## config.mk

```make
export PLATFORM = sky130hd
export DESIGN_NAME = gf256_share_embed_extract_flat
export DESIGN_NICKNAME = d
export VERILOG_FILES = /design/src/rtl/core/gse_pkg.sv /design/src/rtl/core/gse_in_if.sv /design/src/rtl/core/gse_out_if.sv /design/src/rtl/core/gse_horner_stage.sv /design/src/rtl/core/gse_pack_stage.sv /design/src/rtl/core/gf256_share_embed_extract.sv /design/src/flat_wrapper.sv
export SDC_FILE = /design/constraint.sdc
export NUM_CORES = 1
export LEC_CHECK = 0
export BUFFER_PORTS_ARGS = -buffer_cell sky130_fd_sc_hd__buf_4
export CAP_MARGIN = 0
export CELL_PAD_IN_SITES_DETAIL_PLACEMENT = 1
export CELL_PAD_IN_SITES_GLOBAL_PLACEMENT = 2
export CORE_ASPECT_RATIO = 1.2
export CORE_MARGIN = 10
export CORE_UTILIZATION = 32
export DETAILED_ROUTE_END_ITERATION = 12
export PLACE_DENSITY = 0.7
export REMOVE_ABC_BUFFERS = 1
export SETUP_SLACK_MARGIN = 0.1
export SLEW_MARGIN = 20
export SYNTH_ARGS = -nofsm -noshare
export SYNTH_HDL_FRONTEND = slang
export SYNTH_SLANG_ARGS = --single-unit
```

## constraint.sdc

```tcl
create_clock -name clk_i -period 6.7 [get_ports clk_i]
set_input_delay 0.335 -clock clk_i [delete_from_list [all_inputs] [get_ports clk_i]]
set_output_delay 0.335 -clock clk_i [all_outputs]
set_load 0.01 [all_outputs]
```

## src/rtl/core/gse_pkg.sv

```systemverilog
// ---------------------------------------------------------------------------
// gse_pkg: shared types and constants of the share embed and extract block.
// Holds the request codes, the field widths and the item that travels down
// the evaluation pipeline.
// ---------------------------------------------------------------------------
`default_nettype none

package gse_pkg;

  // Field widths.
  localparam int unsigned PixelBits  = 8;
  localparam int unsigned CoeffBits  = 8;
  localparam int unsigned CoeffsBits = 64;
  localparam int unsigned CountBits  = 4;

  // Largest number of coefficients the pipeline evaluates.
  localparam int unsigned MaxCoeffsDefault = 8;

  // Reset value of the coefficient count register.
  localparam logic [CountBits-1:0] CoeffCountReset = 4'd2;

  // Field reduction polynomial x^8 + x^6 + x^5 + x + 1.
  localparam logic [8:0] GfPoly = 9'h163;

  // Request codes.
  typedef enum logic {
    REQ_EMBED   = 1'b0,
    REQ_EXTRACT = 1'b1
  } req_type_e;

  // One pixel block on its way down the pipeline, with the running
  // Horner accumulator and the coefficient count taken at entry.
  typedef struct packed {
    req_type_e              req;
    logic [PixelBits-1:0]   x;
    logic [PixelBits-1:0]   w;
    logic [PixelBits-1:0]   v;
    logic [PixelBits-1:0]   u;
    logic [CoeffsBits-1:0]  coeffs;
    logic [CountBits-1:0]   k;
    logic [CoeffBits-1:0]   acc;
  } item_t;

endpackage

`default_nettype wire

```

## src/rtl/core/gse_in_if.sv

```systemverilog
// ---------------------------------------------------------------------------
// gse_in_if: request channel carrying one pixel block and its coefficients.
// Valid and ready handshake; a request moves when both are high.
// ---------------------------------------------------------------------------
`default_nettype none

interface gse_in_if;
  logic                                valid;
  logic                                ready;
  logic                                req_type;
  logic [gse_pkg::PixelBits-1:0]       pixel_x;
  logic [gse_pkg::PixelBits-1:0]       pixel_w;
  logic [gse_pkg::PixelBits-1:0]       pixel_v;
  logic [gse_pkg::PixelBits-1:0]       pixel_u;
  logic [gse_pkg::CoeffsBits-1:0]      coeffs;

  modport source (
    output valid, req_type, pixel_x, pixel_w, pixel_v, pixel_u, coeffs,
    input  ready
  );

  modport sink (
    input  valid, req_type, pixel_x, pixel_w, pixel_v, pixel_u, coeffs,
    output ready
  );
endinterface

`default_nettype wire

```

## src/rtl/core/gse_out_if.sv

```systemverilog
// ---------------------------------------------------------------------------
// gse_out_if: result channel carrying the processed block and share value.
// Valid and ready handshake; a result moves when both are high.
// ---------------------------------------------------------------------------
`default_nettype none

interface gse_out_if;
  logic                                valid;
  logic                                ready;
  logic [gse_pkg::PixelBits-1:0]       out_w;
  logic [gse_pkg::PixelBits-1:0]       out_v;
  logic [gse_pkg::PixelBits-1:0]       out_u;
  logic [gse_pkg::CoeffBits-1:0]       share_value;
  logic                                parity_error;

  modport source (
    output valid, out_w, out_v, out_u, share_value, parity_error,
    input  ready
  );

  modport sink (
    input  valid, out_w, out_v, out_u, share_value, parity_error,
    output ready
  );
endinterface

`default_nettype wire

```

## src/rtl/core/gse_horner_stage.sv

```systemverilog
// ---------------------------------------------------------------------------
// gse_horner_stage: one registered Horner step over GF(256).
// Computes acc * x + s[COEFF_IDX] and holds the item until the next stage
// takes it; coefficients at or above the count are treated as zero.
// ---------------------------------------------------------------------------
`default_nettype none

module gse_horner_stage #(
  parameter int unsigned COEFF_IDX = 0
) (
  input  wire logic           clk_i,
  input  wire logic           rst_ni,
  input  wire logic           valid_i,
  output logic                ready_o,
  input  wire gse_pkg::item_t item_i,
  output logic                valid_o,
  input  wire logic           ready_i,
  output gse_pkg::item_t      item_o
);

  // Carry-less multiply of two field elements with reduction.
  function automatic logic [gse_pkg::CoeffBits-1:0] gf_mul(
    input logic [gse_pkg::CoeffBits-1:0] a,
    input logic [gse_pkg::CoeffBits-1:0] b
  );
    logic [gse_pkg::CoeffBits-1:0] p;
    logic [gse_pkg::CoeffBits:0]   aa;
    p  = '0;
    aa = {1'b0, a};
    for (int n = 0; n < gse_pkg::CoeffBits; n++) begin
      if (b[n]) begin
        p = p ^ aa[gse_pkg::CoeffBits-1:0];
      end
      aa = {aa[gse_pkg::CoeffBits-1:0], 1'b0};
      if (aa[gse_pkg::CoeffBits]) begin
        aa = aa ^ gse_pkg::GfPoly;
      end
    end
    return p;
  endfunction

  logic                          valid_q;
  gse_pkg::item_t                item_d, item_q;
  logic [gse_pkg::CoeffBits-1:0] coeff;

  // The stage takes a new item when it is empty or its item moves on.
  assign ready_o = !valid_q || ready_i;

  // Coefficient of this step, zero when beyond the active count.
  always_comb begin
    if (gse_pkg::CountBits'(COEFF_IDX) < item_i.k) begin
      coeff = item_i.coeffs[COEFF_IDX*gse_pkg::CoeffBits +: gse_pkg::CoeffBits];
    end else begin
      coeff = '0;
    end
  end

  // One Horner step on the running accumulator.
  always_comb begin
    item_d     = item_i;
    item_d.acc = gf_mul(item_i.acc, item_i.x) ^ coeff;
  end

  // Valid bit.
  always_ff @(posedge clk_i or negedge rst_ni) begin
    if (!rst_ni) begin
      valid_q <= 1'b0;
    end else if (ready_o) begin
      valid_q <= valid_i;
    end
  end

  // Payload register.
  always_ff @(posedge clk_i) begin
    if (ready_o && valid_i) begin
      item_q <= item_d;
    end
  end

  assign valid_o = valid_q;
  assign item_o  = item_q;

endmodule

`default_nettype wire

```

## src/rtl/core/gse_pack_stage.sv

```systemverilog
// ---------------------------------------------------------------------------
// gse_pack_stage: final stage that embeds the share into the pixel low bits
// or reassembles it from them, checks parity and drives the result channel.
// ---------------------------------------------------------------------------
`default_nettype none

module gse_pack_stage (
  input  wire logic           clk_i,
  input  wire logic           rst_ni,
  input  wire logic           valid_i,
  output logic                ready_o,
  input  wire gse_pkg::item_t item_i,
  gse_out_if.source           rsp_o
);

  logic                          valid_q;
  logic [gse_pkg::PixelBits-1:0] w_d, v_d, u_d, w_q, v_q, u_q;
  logic [gse_pkg::CoeffBits-1:0] share_d, share_q;
  logic                          perr_d, perr_q;
  logic [gse_pkg::CoeffBits-1:0] extracted;

  assign ready_o = !valid_q || rsp_o.ready;

  // Value held in the low bits of W, V and U.
  assign extracted = {item_i.w[2:0], item_i.v[2:0], item_i.u[1:0]};

  // Embed or extract the share.
  always_comb begin
    case (item_i.req)
      gse_pkg::REQ_EMBED: begin
        w_d     = {item_i.w[7:3], item_i.acc[7:5]};
        v_d     = {item_i.v[7:3], item_i.acc[4:2]};
        u_d     = {item_i.u[7:3], ^item_i.acc, item_i.acc[1:0]};
        share_d = item_i.acc;
        perr_d  = 1'b0;
      end
      gse_pkg::REQ_EXTRACT: begin
        w_d     = item_i.w;
        v_d     = item_i.v;
        u_d     = item_i.u;
        share_d = extracted;
        perr_d  = item_i.u[2] ^ (^extracted);
      end
      default: begin
        w_d     = item_i.w;
        v_d     = item_i.v;
        u_d     = item_i.u;
        share_d = '0;
        perr_d  = 1'b0;
      end
    endcase
  end

  // Output valid bit.
  always_ff @(posedge clk_i or negedge rst_ni) begin
    if (!rst_ni) begin
      valid_q <= 1'b0;
    end else if (ready_o) begin
      valid_q <= valid_i;
    end
  end

  // Output payload register.
  always_ff @(posedge clk_i) begin
    if (ready_o && valid_i) begin
      w_q     <= w_d;
      v_q     <= v_d;
      u_q     <= u_d;
      share_q <= share_d;
      perr_q  <= perr_d;
    end
  end

  assign rsp_o.valid        = valid_q;
  assign rsp_o.out_w        = w_q;
  assign rsp_o.out_v        = v_q;
  assign rsp_o.out_u        = u_q;
  assign rsp_o.share_value  = share_q;
  assign rsp_o.parity_error = perr_q;

endmodule

`default_nettype wire

```

## src/rtl/core/gf256_share_embed_extract.sv

```systemverilog
// ---------------------------------------------------------------------------
// gf256_share_embed_extract: embeds a GF(256) polynomial share into the low
// bits of a 2x2 pixel block, or extracts it and checks its parity bit.
//
//   Channel    Direction  Carries
//   req_i      in         req_type, pixel_x/w/v/u, coeffs
//   rsp_o      out        out_w/v/u, share_value, parity_error
//   coeff_*    in         coefficient count register write
//
// One request enters per cycle while the result channel is ready. There is
// one register stage per Horner step, each holding one GF(256) multiply and
// add, then the packing stage. Every stage has its own valid bit and takes a new
// request when empty or when its content moves on, so bubbles close up under
// a stall. Reset clears the valid bits and sets the coefficient count to 2.
// ---------------------------------------------------------------------------
`default_nettype none

module gf256_share_embed_extract #(
  parameter int unsigned MAX_COEFFS = gse_pkg::MaxCoeffsDefault
) (
  input  wire logic                          clk_i,
  input  wire logic                          rst_ni,
  input  wire logic                          coeff_count_we_i,
  input  wire logic [gse_pkg::CountBits-1:0] coeff_count_i,
  gse_in_if.sink                             req_i,
  gse_out_if.source                          rsp_o
);

  logic [gse_pkg::CountBits-1:0] coeff_count_q;
  logic [gse_pkg::CountBits-1:0] k_sat;

  logic           stage_valid [MAX_COEFFS+1];
  logic           stage_ready [MAX_COEFFS+1];
  gse_pkg::item_t stage_item  [MAX_COEFFS+1];

  // Coefficient count register.
  always_ff @(posedge clk_i or negedge rst_ni) begin
    if (!rst_ni) begin
      coeff_count_q <= gse_pkg::CoeffCountReset;
    end else if (coeff_count_we_i) begin
      coeff_count_q <= coeff_count_i;
    end
  end

  // Counts above the pipeline depth saturate.
  assign k_sat = (coeff_count_q > gse_pkg::CountBits'(MAX_COEFFS))
               ? gse_pkg::CountBits'(MAX_COEFFS) : coeff_count_q;

  // Build the pipeline item from the incoming request.
  always_comb begin
    stage_item[0].req    = gse_pkg::req_type_e'(req_i.req_type);
    stage_item[0].x      = req_i.pixel_x;
    stage_item[0].w      = req_i.pixel_w;
    stage_item[0].v      = req_i.pixel_v;
    stage_item[0].u      = req_i.pixel_u;
    stage_item[0].coeffs = req_i.coeffs;
    stage_item[0].k      = k_sat;
    stage_item[0].acc    = '0;
  end

  assign stage_valid[0] = req_i.valid;
  assign req_i.ready    = stage_ready[0];

  // Horner stages, highest coefficient first.
  for (genvar j = 0; j < MAX_COEFFS; j++) begin : g_horner
    gse_horner_stage #(
      .COEFF_IDX (MAX_COEFFS - 1 - j)
    ) u_stage (
      .clk_i   (clk_i),
      .rst_ni  (rst_ni),
      .valid_i (stage_valid[j]),
      .ready_o (stage_ready[j]),
      .item_i  (stage_item[j]),
      .valid_o (stage_valid[j+1]),
      .ready_i (stage_ready[j+1]),
      .item_o  (stage_item[j+1])
    );
  end

  // Packing and output stage.
  gse_pack_stage u_pack (
    .clk_i   (clk_i),
    .rst_ni  (rst_ni),
    .valid_i (stage_valid[MAX_COEFFS]),
    .ready_o (stage_ready[MAX_COEFFS]),
    .item_i  (stage_item[MAX_COEFFS]),
    .rsp_o   (rsp_o)
  );

endmodule

`default_nettype wire

```

## src/flat_wrapper.sv

```systemverilog
// flat-port wrapper written by rule: the top's interface ports become plain ports
module gf256_share_embed_extract_flat 
#(
  parameter int unsigned MAX_COEFFS = gse_pkg::MaxCoeffsDefault
)
  (clk_i, rst_ni, coeff_count_we_i, coeff_count_i, req_i_valid, req_i_req_type, req_i_pixel_x, req_i_pixel_w, req_i_pixel_v, req_i_pixel_u, req_i_coeffs, req_i_ready, rsp_o_valid, rsp_o_out_w, rsp_o_out_v, rsp_o_out_u, rsp_o_share_value, rsp_o_parity_error, rsp_o_ready);
  gse_in_if req_i_i ();
  gse_out_if rsp_o_i ();
  input  wire logic clk_i;
  input  wire logic rst_ni;
  input  wire logic coeff_count_we_i;
  input  wire logic [gse_pkg::CountBits-1:0] coeff_count_i;
  input wire logic [$bits(req_i_i.valid)-1:0] req_i_valid;
  input wire logic [$bits(req_i_i.req_type)-1:0] req_i_req_type;
  input wire logic [$bits(req_i_i.pixel_x)-1:0] req_i_pixel_x;
  input wire logic [$bits(req_i_i.pixel_w)-1:0] req_i_pixel_w;
  input wire logic [$bits(req_i_i.pixel_v)-1:0] req_i_pixel_v;
  input wire logic [$bits(req_i_i.pixel_u)-1:0] req_i_pixel_u;
  input wire logic [$bits(req_i_i.coeffs)-1:0] req_i_coeffs;
  output wire logic [$bits(req_i_i.ready)-1:0] req_i_ready;
  output wire logic [$bits(rsp_o_i.valid)-1:0] rsp_o_valid;
  output wire logic [$bits(rsp_o_i.out_w)-1:0] rsp_o_out_w;
  output wire logic [$bits(rsp_o_i.out_v)-1:0] rsp_o_out_v;
  output wire logic [$bits(rsp_o_i.out_u)-1:0] rsp_o_out_u;
  output wire logic [$bits(rsp_o_i.share_value)-1:0] rsp_o_share_value;
  output wire logic [$bits(rsp_o_i.parity_error)-1:0] rsp_o_parity_error;
  input wire logic [$bits(rsp_o_i.ready)-1:0] rsp_o_ready;
  assign req_i_i.valid = req_i_valid;
  assign req_i_i.req_type = req_i_req_type;
  assign req_i_i.pixel_x = req_i_pixel_x;
  assign req_i_i.pixel_w = req_i_pixel_w;
  assign req_i_i.pixel_v = req_i_pixel_v;
  assign req_i_i.pixel_u = req_i_pixel_u;
  assign req_i_i.coeffs = req_i_coeffs;
  assign req_i_ready = req_i_i.ready;
  assign rsp_o_valid = rsp_o_i.valid;
  assign rsp_o_out_w = rsp_o_i.out_w;
  assign rsp_o_out_v = rsp_o_i.out_v;
  assign rsp_o_out_u = rsp_o_i.out_u;
  assign rsp_o_share_value = rsp_o_i.share_value;
  assign rsp_o_parity_error = rsp_o_i.parity_error;
  assign rsp_o_i.ready = rsp_o_ready;
  gf256_share_embed_extract #(.MAX_COEFFS(MAX_COEFFS)) u_core (.clk_i(clk_i), .rst_ni(rst_ni), .coeff_count_we_i(coeff_count_we_i), .coeff_count_i(coeff_count_i), .req_i(req_i_i), .rsp_o(rsp_o_i));
endmodule
```

==> impl_metrics.json <==
{
  "nets": 2420,
  "status": "finished, final reports clean",
  "drc": 0,
  "r2r_slack_ns": 3.81,
  "layout_commonest_cell": "edfxtp_1",
  "r2r-end": "u_core.g_horner[5].u_stage.item_o[7]",
  "maxSlewHeadroom_pct": 31.7,
  "clkSinkCount": 610,
  "numCtsBuffers": 66,
  "clkSlewWorstSetupHoldPaths_ns": 0.06,
  "layout_common_cells": "597 x edfxtp_1, 361 x xnor2_1, 356 x nand2_1",
  "synth-edff-count": 597,
  "place_congestion": 0.824,
  "wl_per_cell_um": 18.9,
  "max_cap_viol_count": 0,
  "clock_path_buffers": 3,
  "finClkSkew_ns": 0.0360,
  "grt.total_usage_pct": 12.9,
  "finalWorstSetupSlack_ns": 3.81,
  "reg2regPathDepth": 6,
  "clk_latency_ns": 0.61,
  "grt_max_degree": 78,
  "overflow": 0,
  "worstPathArrival_ns": 3.23,
  "async_reset_ff_share_pct": 2.13,
  "p_leak_nw": 12.2,
  "die_h_um": 348,
  "grt_setup_unrepaired": "false",
  "grt_pass1_wl_um": 104000,
  "reg2reg_from": "u_core.g_horner[4].u_stage.item_o[6]",
  "viasPerCell": 4.61,
  "syn_area_sq_um": 28700,
  "yosysUniqueCellTypes": 65,
  "cts-root-buf": "clkbuf_16",
  "n_fill_cell": 9254,
  "path_max_fanout": 20,
  "hp-class": "in -> reg",
  "min_from": "coeff_count_we_i",
  "grt_pass1_vias": 17600,
  "postRouteAntennaNets": 0,
  "synth-seq-area-share_pct": 63.7,
  "port_buffers": 140,
  "hold_violations": 0,
  "post_cts_buffers": 0,
  "diodes": 0,
  "peakVddDrop_uv": 227,
  "synth_seq_cells": 610,
  "drtIter0Drc": 838,
  "io_pins": 141,
  "tns_ns": 0,
  "worstSetupPathType": "reg -> reg",
  "fmax_ghz": 0.345,
  "yosys_warnings": 0,
  "wl_um": 66600,
  "cts_tree": "done",
  "end_kind": "flip-flop",
  "core_sq_um": 89000,
  "power_density_nw_per_um2": 598,
  "start_util_pct": 32.2,
  "worst_pin_slew_ns": 1.03,
  "dieArea_sq_um": 102000,
  "die_w_um": 293,
  "synthCells": 2130,
  "hold_depth": 2,
  "num_rows": 120,
  "critPathLaunchType": "flip-flop",
  "maxSlewViolCount": 0,
  "dp_slack_ns": 3.81,
  "period_minus_slack_ns": 2.89,
  "drive_above_1_share_pct": 12.8,
  "finalSetupViolations": 0,
  "hold-path-endpoint": "u_core.coeff_count_q[0]",
  "htreeDepth": 3,
  "cp.required_ns": 7.04,
  "first_pass_iters": 5,
  "syn_area_per_cell_sq_um": 13.5,
  "vias": 16200,
  "fin_crit_sh_pct": 43.2,
  "area_delta_synth_final_pct": 18.3,
  "synth-main-ff-cell": "edfxtp_1",
  "hpwl_um": 46400,
  "antenna_found_initial": 4
}
-- routing by layer --
layer | routed length [um] | vias to the layer above | track usage, %
li1 | - | 7744 | -
met1 | 28500 | 8150 | 15.6
met2 | 34500 | 252 | 23.3
met3 | 2290 | 90 | 2.19
met4 | 1330 | 4 | 3.91
met5 | 27 | - | 0
-- how the worst max path moves through the flow --
stage | slack (ns) | startpoint | cells past startpoint | end
floorplan | 2.49 | u_core.u_pack.rsp_o.valid | 3 | u_core.g_horner[4].u_stage.item_o[0]
global placement | 3.94 | u_core.g_horner[4].u_stage.item_o[6] | 6 | u_core.g_horner[5].u_stage.item_o[7]
detailed placement | 3.81 | u_core.g_horner[4].u_stage.item_o[6] | 6 | u_core.g_horner[5].u_stage.item_o[7]
CTS | 3.78 | u_core.g_horner[4].u_stage.item_o[6] | 6 | u_core.g_horner[5].u_stage.item_o[7]
global route | 3.62 | u_core.g_horner[7].u_stage.valid_o | 7 | u_core.g_horner[0].u_stage.item_o[42]
finish | 3.81 | u_core.g_horner[4].u_stage.item_o[6] | 6 | u_core.g_horner[5].u_stage.item_o[7]
-- cell families after synthesis --
| group | count (synthesis) | share of synthesized area (%) |
|---|---|---|
| DFF | 610 | 63.7 |
| xor gates and xnor gates | 555 | 19.2 |
| and+or+nand+nor | 547 | 8.32 |
| AOI/OAI and AO/OA | 198 | 4.27 |
| buffers and inverters | 165 | 2.47 |
| muxes | 55 | 2.03 |
-- synthesized netlist by cell type (all sizes together), types with 9 or more instances --
| cell | count | share of area, % |
|---|---|---|
| o22ai | 10 | 0.22 |
| inv | 25 | 0.33 |
| o21ai | 41 | 0.72 |
| nor2b | 25 | 0.55 |
| and2 | 15 | 0.33 |
| mux2i | 29 | 1.0 |
| a31oi | 9 | 0.20 |
| nor3b | 12 | 0.31 |
| a21oi | 72 | 1.3 |
| edfxtp | 597 | 63 |
| nand3 | 24 | 0.42 |
| xor2 | 148 | 4.6 |
| nor2 | 62 | 0.81 |
| xor3 | 9 | 0.75 |
| dfrtp | 12 | 1.0 |
| a211oi | 13 | 0.34 |
| xnor2 | 368 | 12 |
| xnor3 | 30 | 2.4 |
| clkbuf | 86 | 1.1 |
| nand2b | 14 | 0.31 |
| buf | 53 | 1.0 |
| nand2 | 356 | 4.7 |
| a22oi | 13 | 0.34 |
| mux2 | 26 | 1.0 |
-- power by group --
group | internal [mW] | switching, mW | total, mW
sequential | 5.74 | 1.15 | 6.89
combinational | 4.92 | 4.86 | 9.78
clock | 2.06 | 1.53 | 3.60
-- metrics by stage --
stage	instance area, sq um	util [%]	cells	total power [mW]	hold WS (ns)
after floorplan	28000	-	1991	14.5	0.0394
after global placement	30600	34.4	3298	16.6	0.194
after detailed placement	30700	34.4	3299	16.8	0.200
after CTS	33900	38.1	3525	20.6	0.00383
after global routing	33900	38.1	3525	21.7	0.0158
final	33900	38.1	3525	20.3	0.0455
-- cell type report --
type / instances / area, sq um / area share, %
clock buffer: 81 / 1760 / 5.19
clock inverter: 39 / 407 / 1.20
inverter: 26 / 97.6 / 0.288
multi-input combinational: 1355 / 9730 / 28.7
sequential: 610 / 18300 / 53.9
tap: 1159 / 1450 / 4.28
timing repair buffer: 255 / 2200 / 6.49
-- worst max-delay path, cell delays in order, from the launching register on --
cell	delay, ns
edfxtp_1	0.93
xor3_2	0.69
xor2_1	0.31
xnor2_1	0.20
nor3_1	0.07
a211oi_1	0.32
xnor2_1	0.10
-- sequential cells by signal, summed over array words and instances (netlist names) --
signal,flops
u_core.u_pack.rsp_o.out_w,6
u_core.u_pack.rsp_o.out_v,5
u_core.coeff_count_q,4
u_core.g_horner.u_stage.valid_o,8
u_core.g_horner.u_stage.item_o,572
u_core.u_pack.rsp_o.parity_error,1
u_core.u_pack.rsp_o.share_value,5
u_core.u_pack.rsp_o.valid,1
u_core.u_pack.rsp_o.out_u,8
-- repair_timing --
item                                   in CTS  in global routing
gates resized for setup                     0                  0
hold buffers                              106                  0
endpoints found under the hold margin     115                  0
Note: power is estimated with default switching activity, not from simulation.
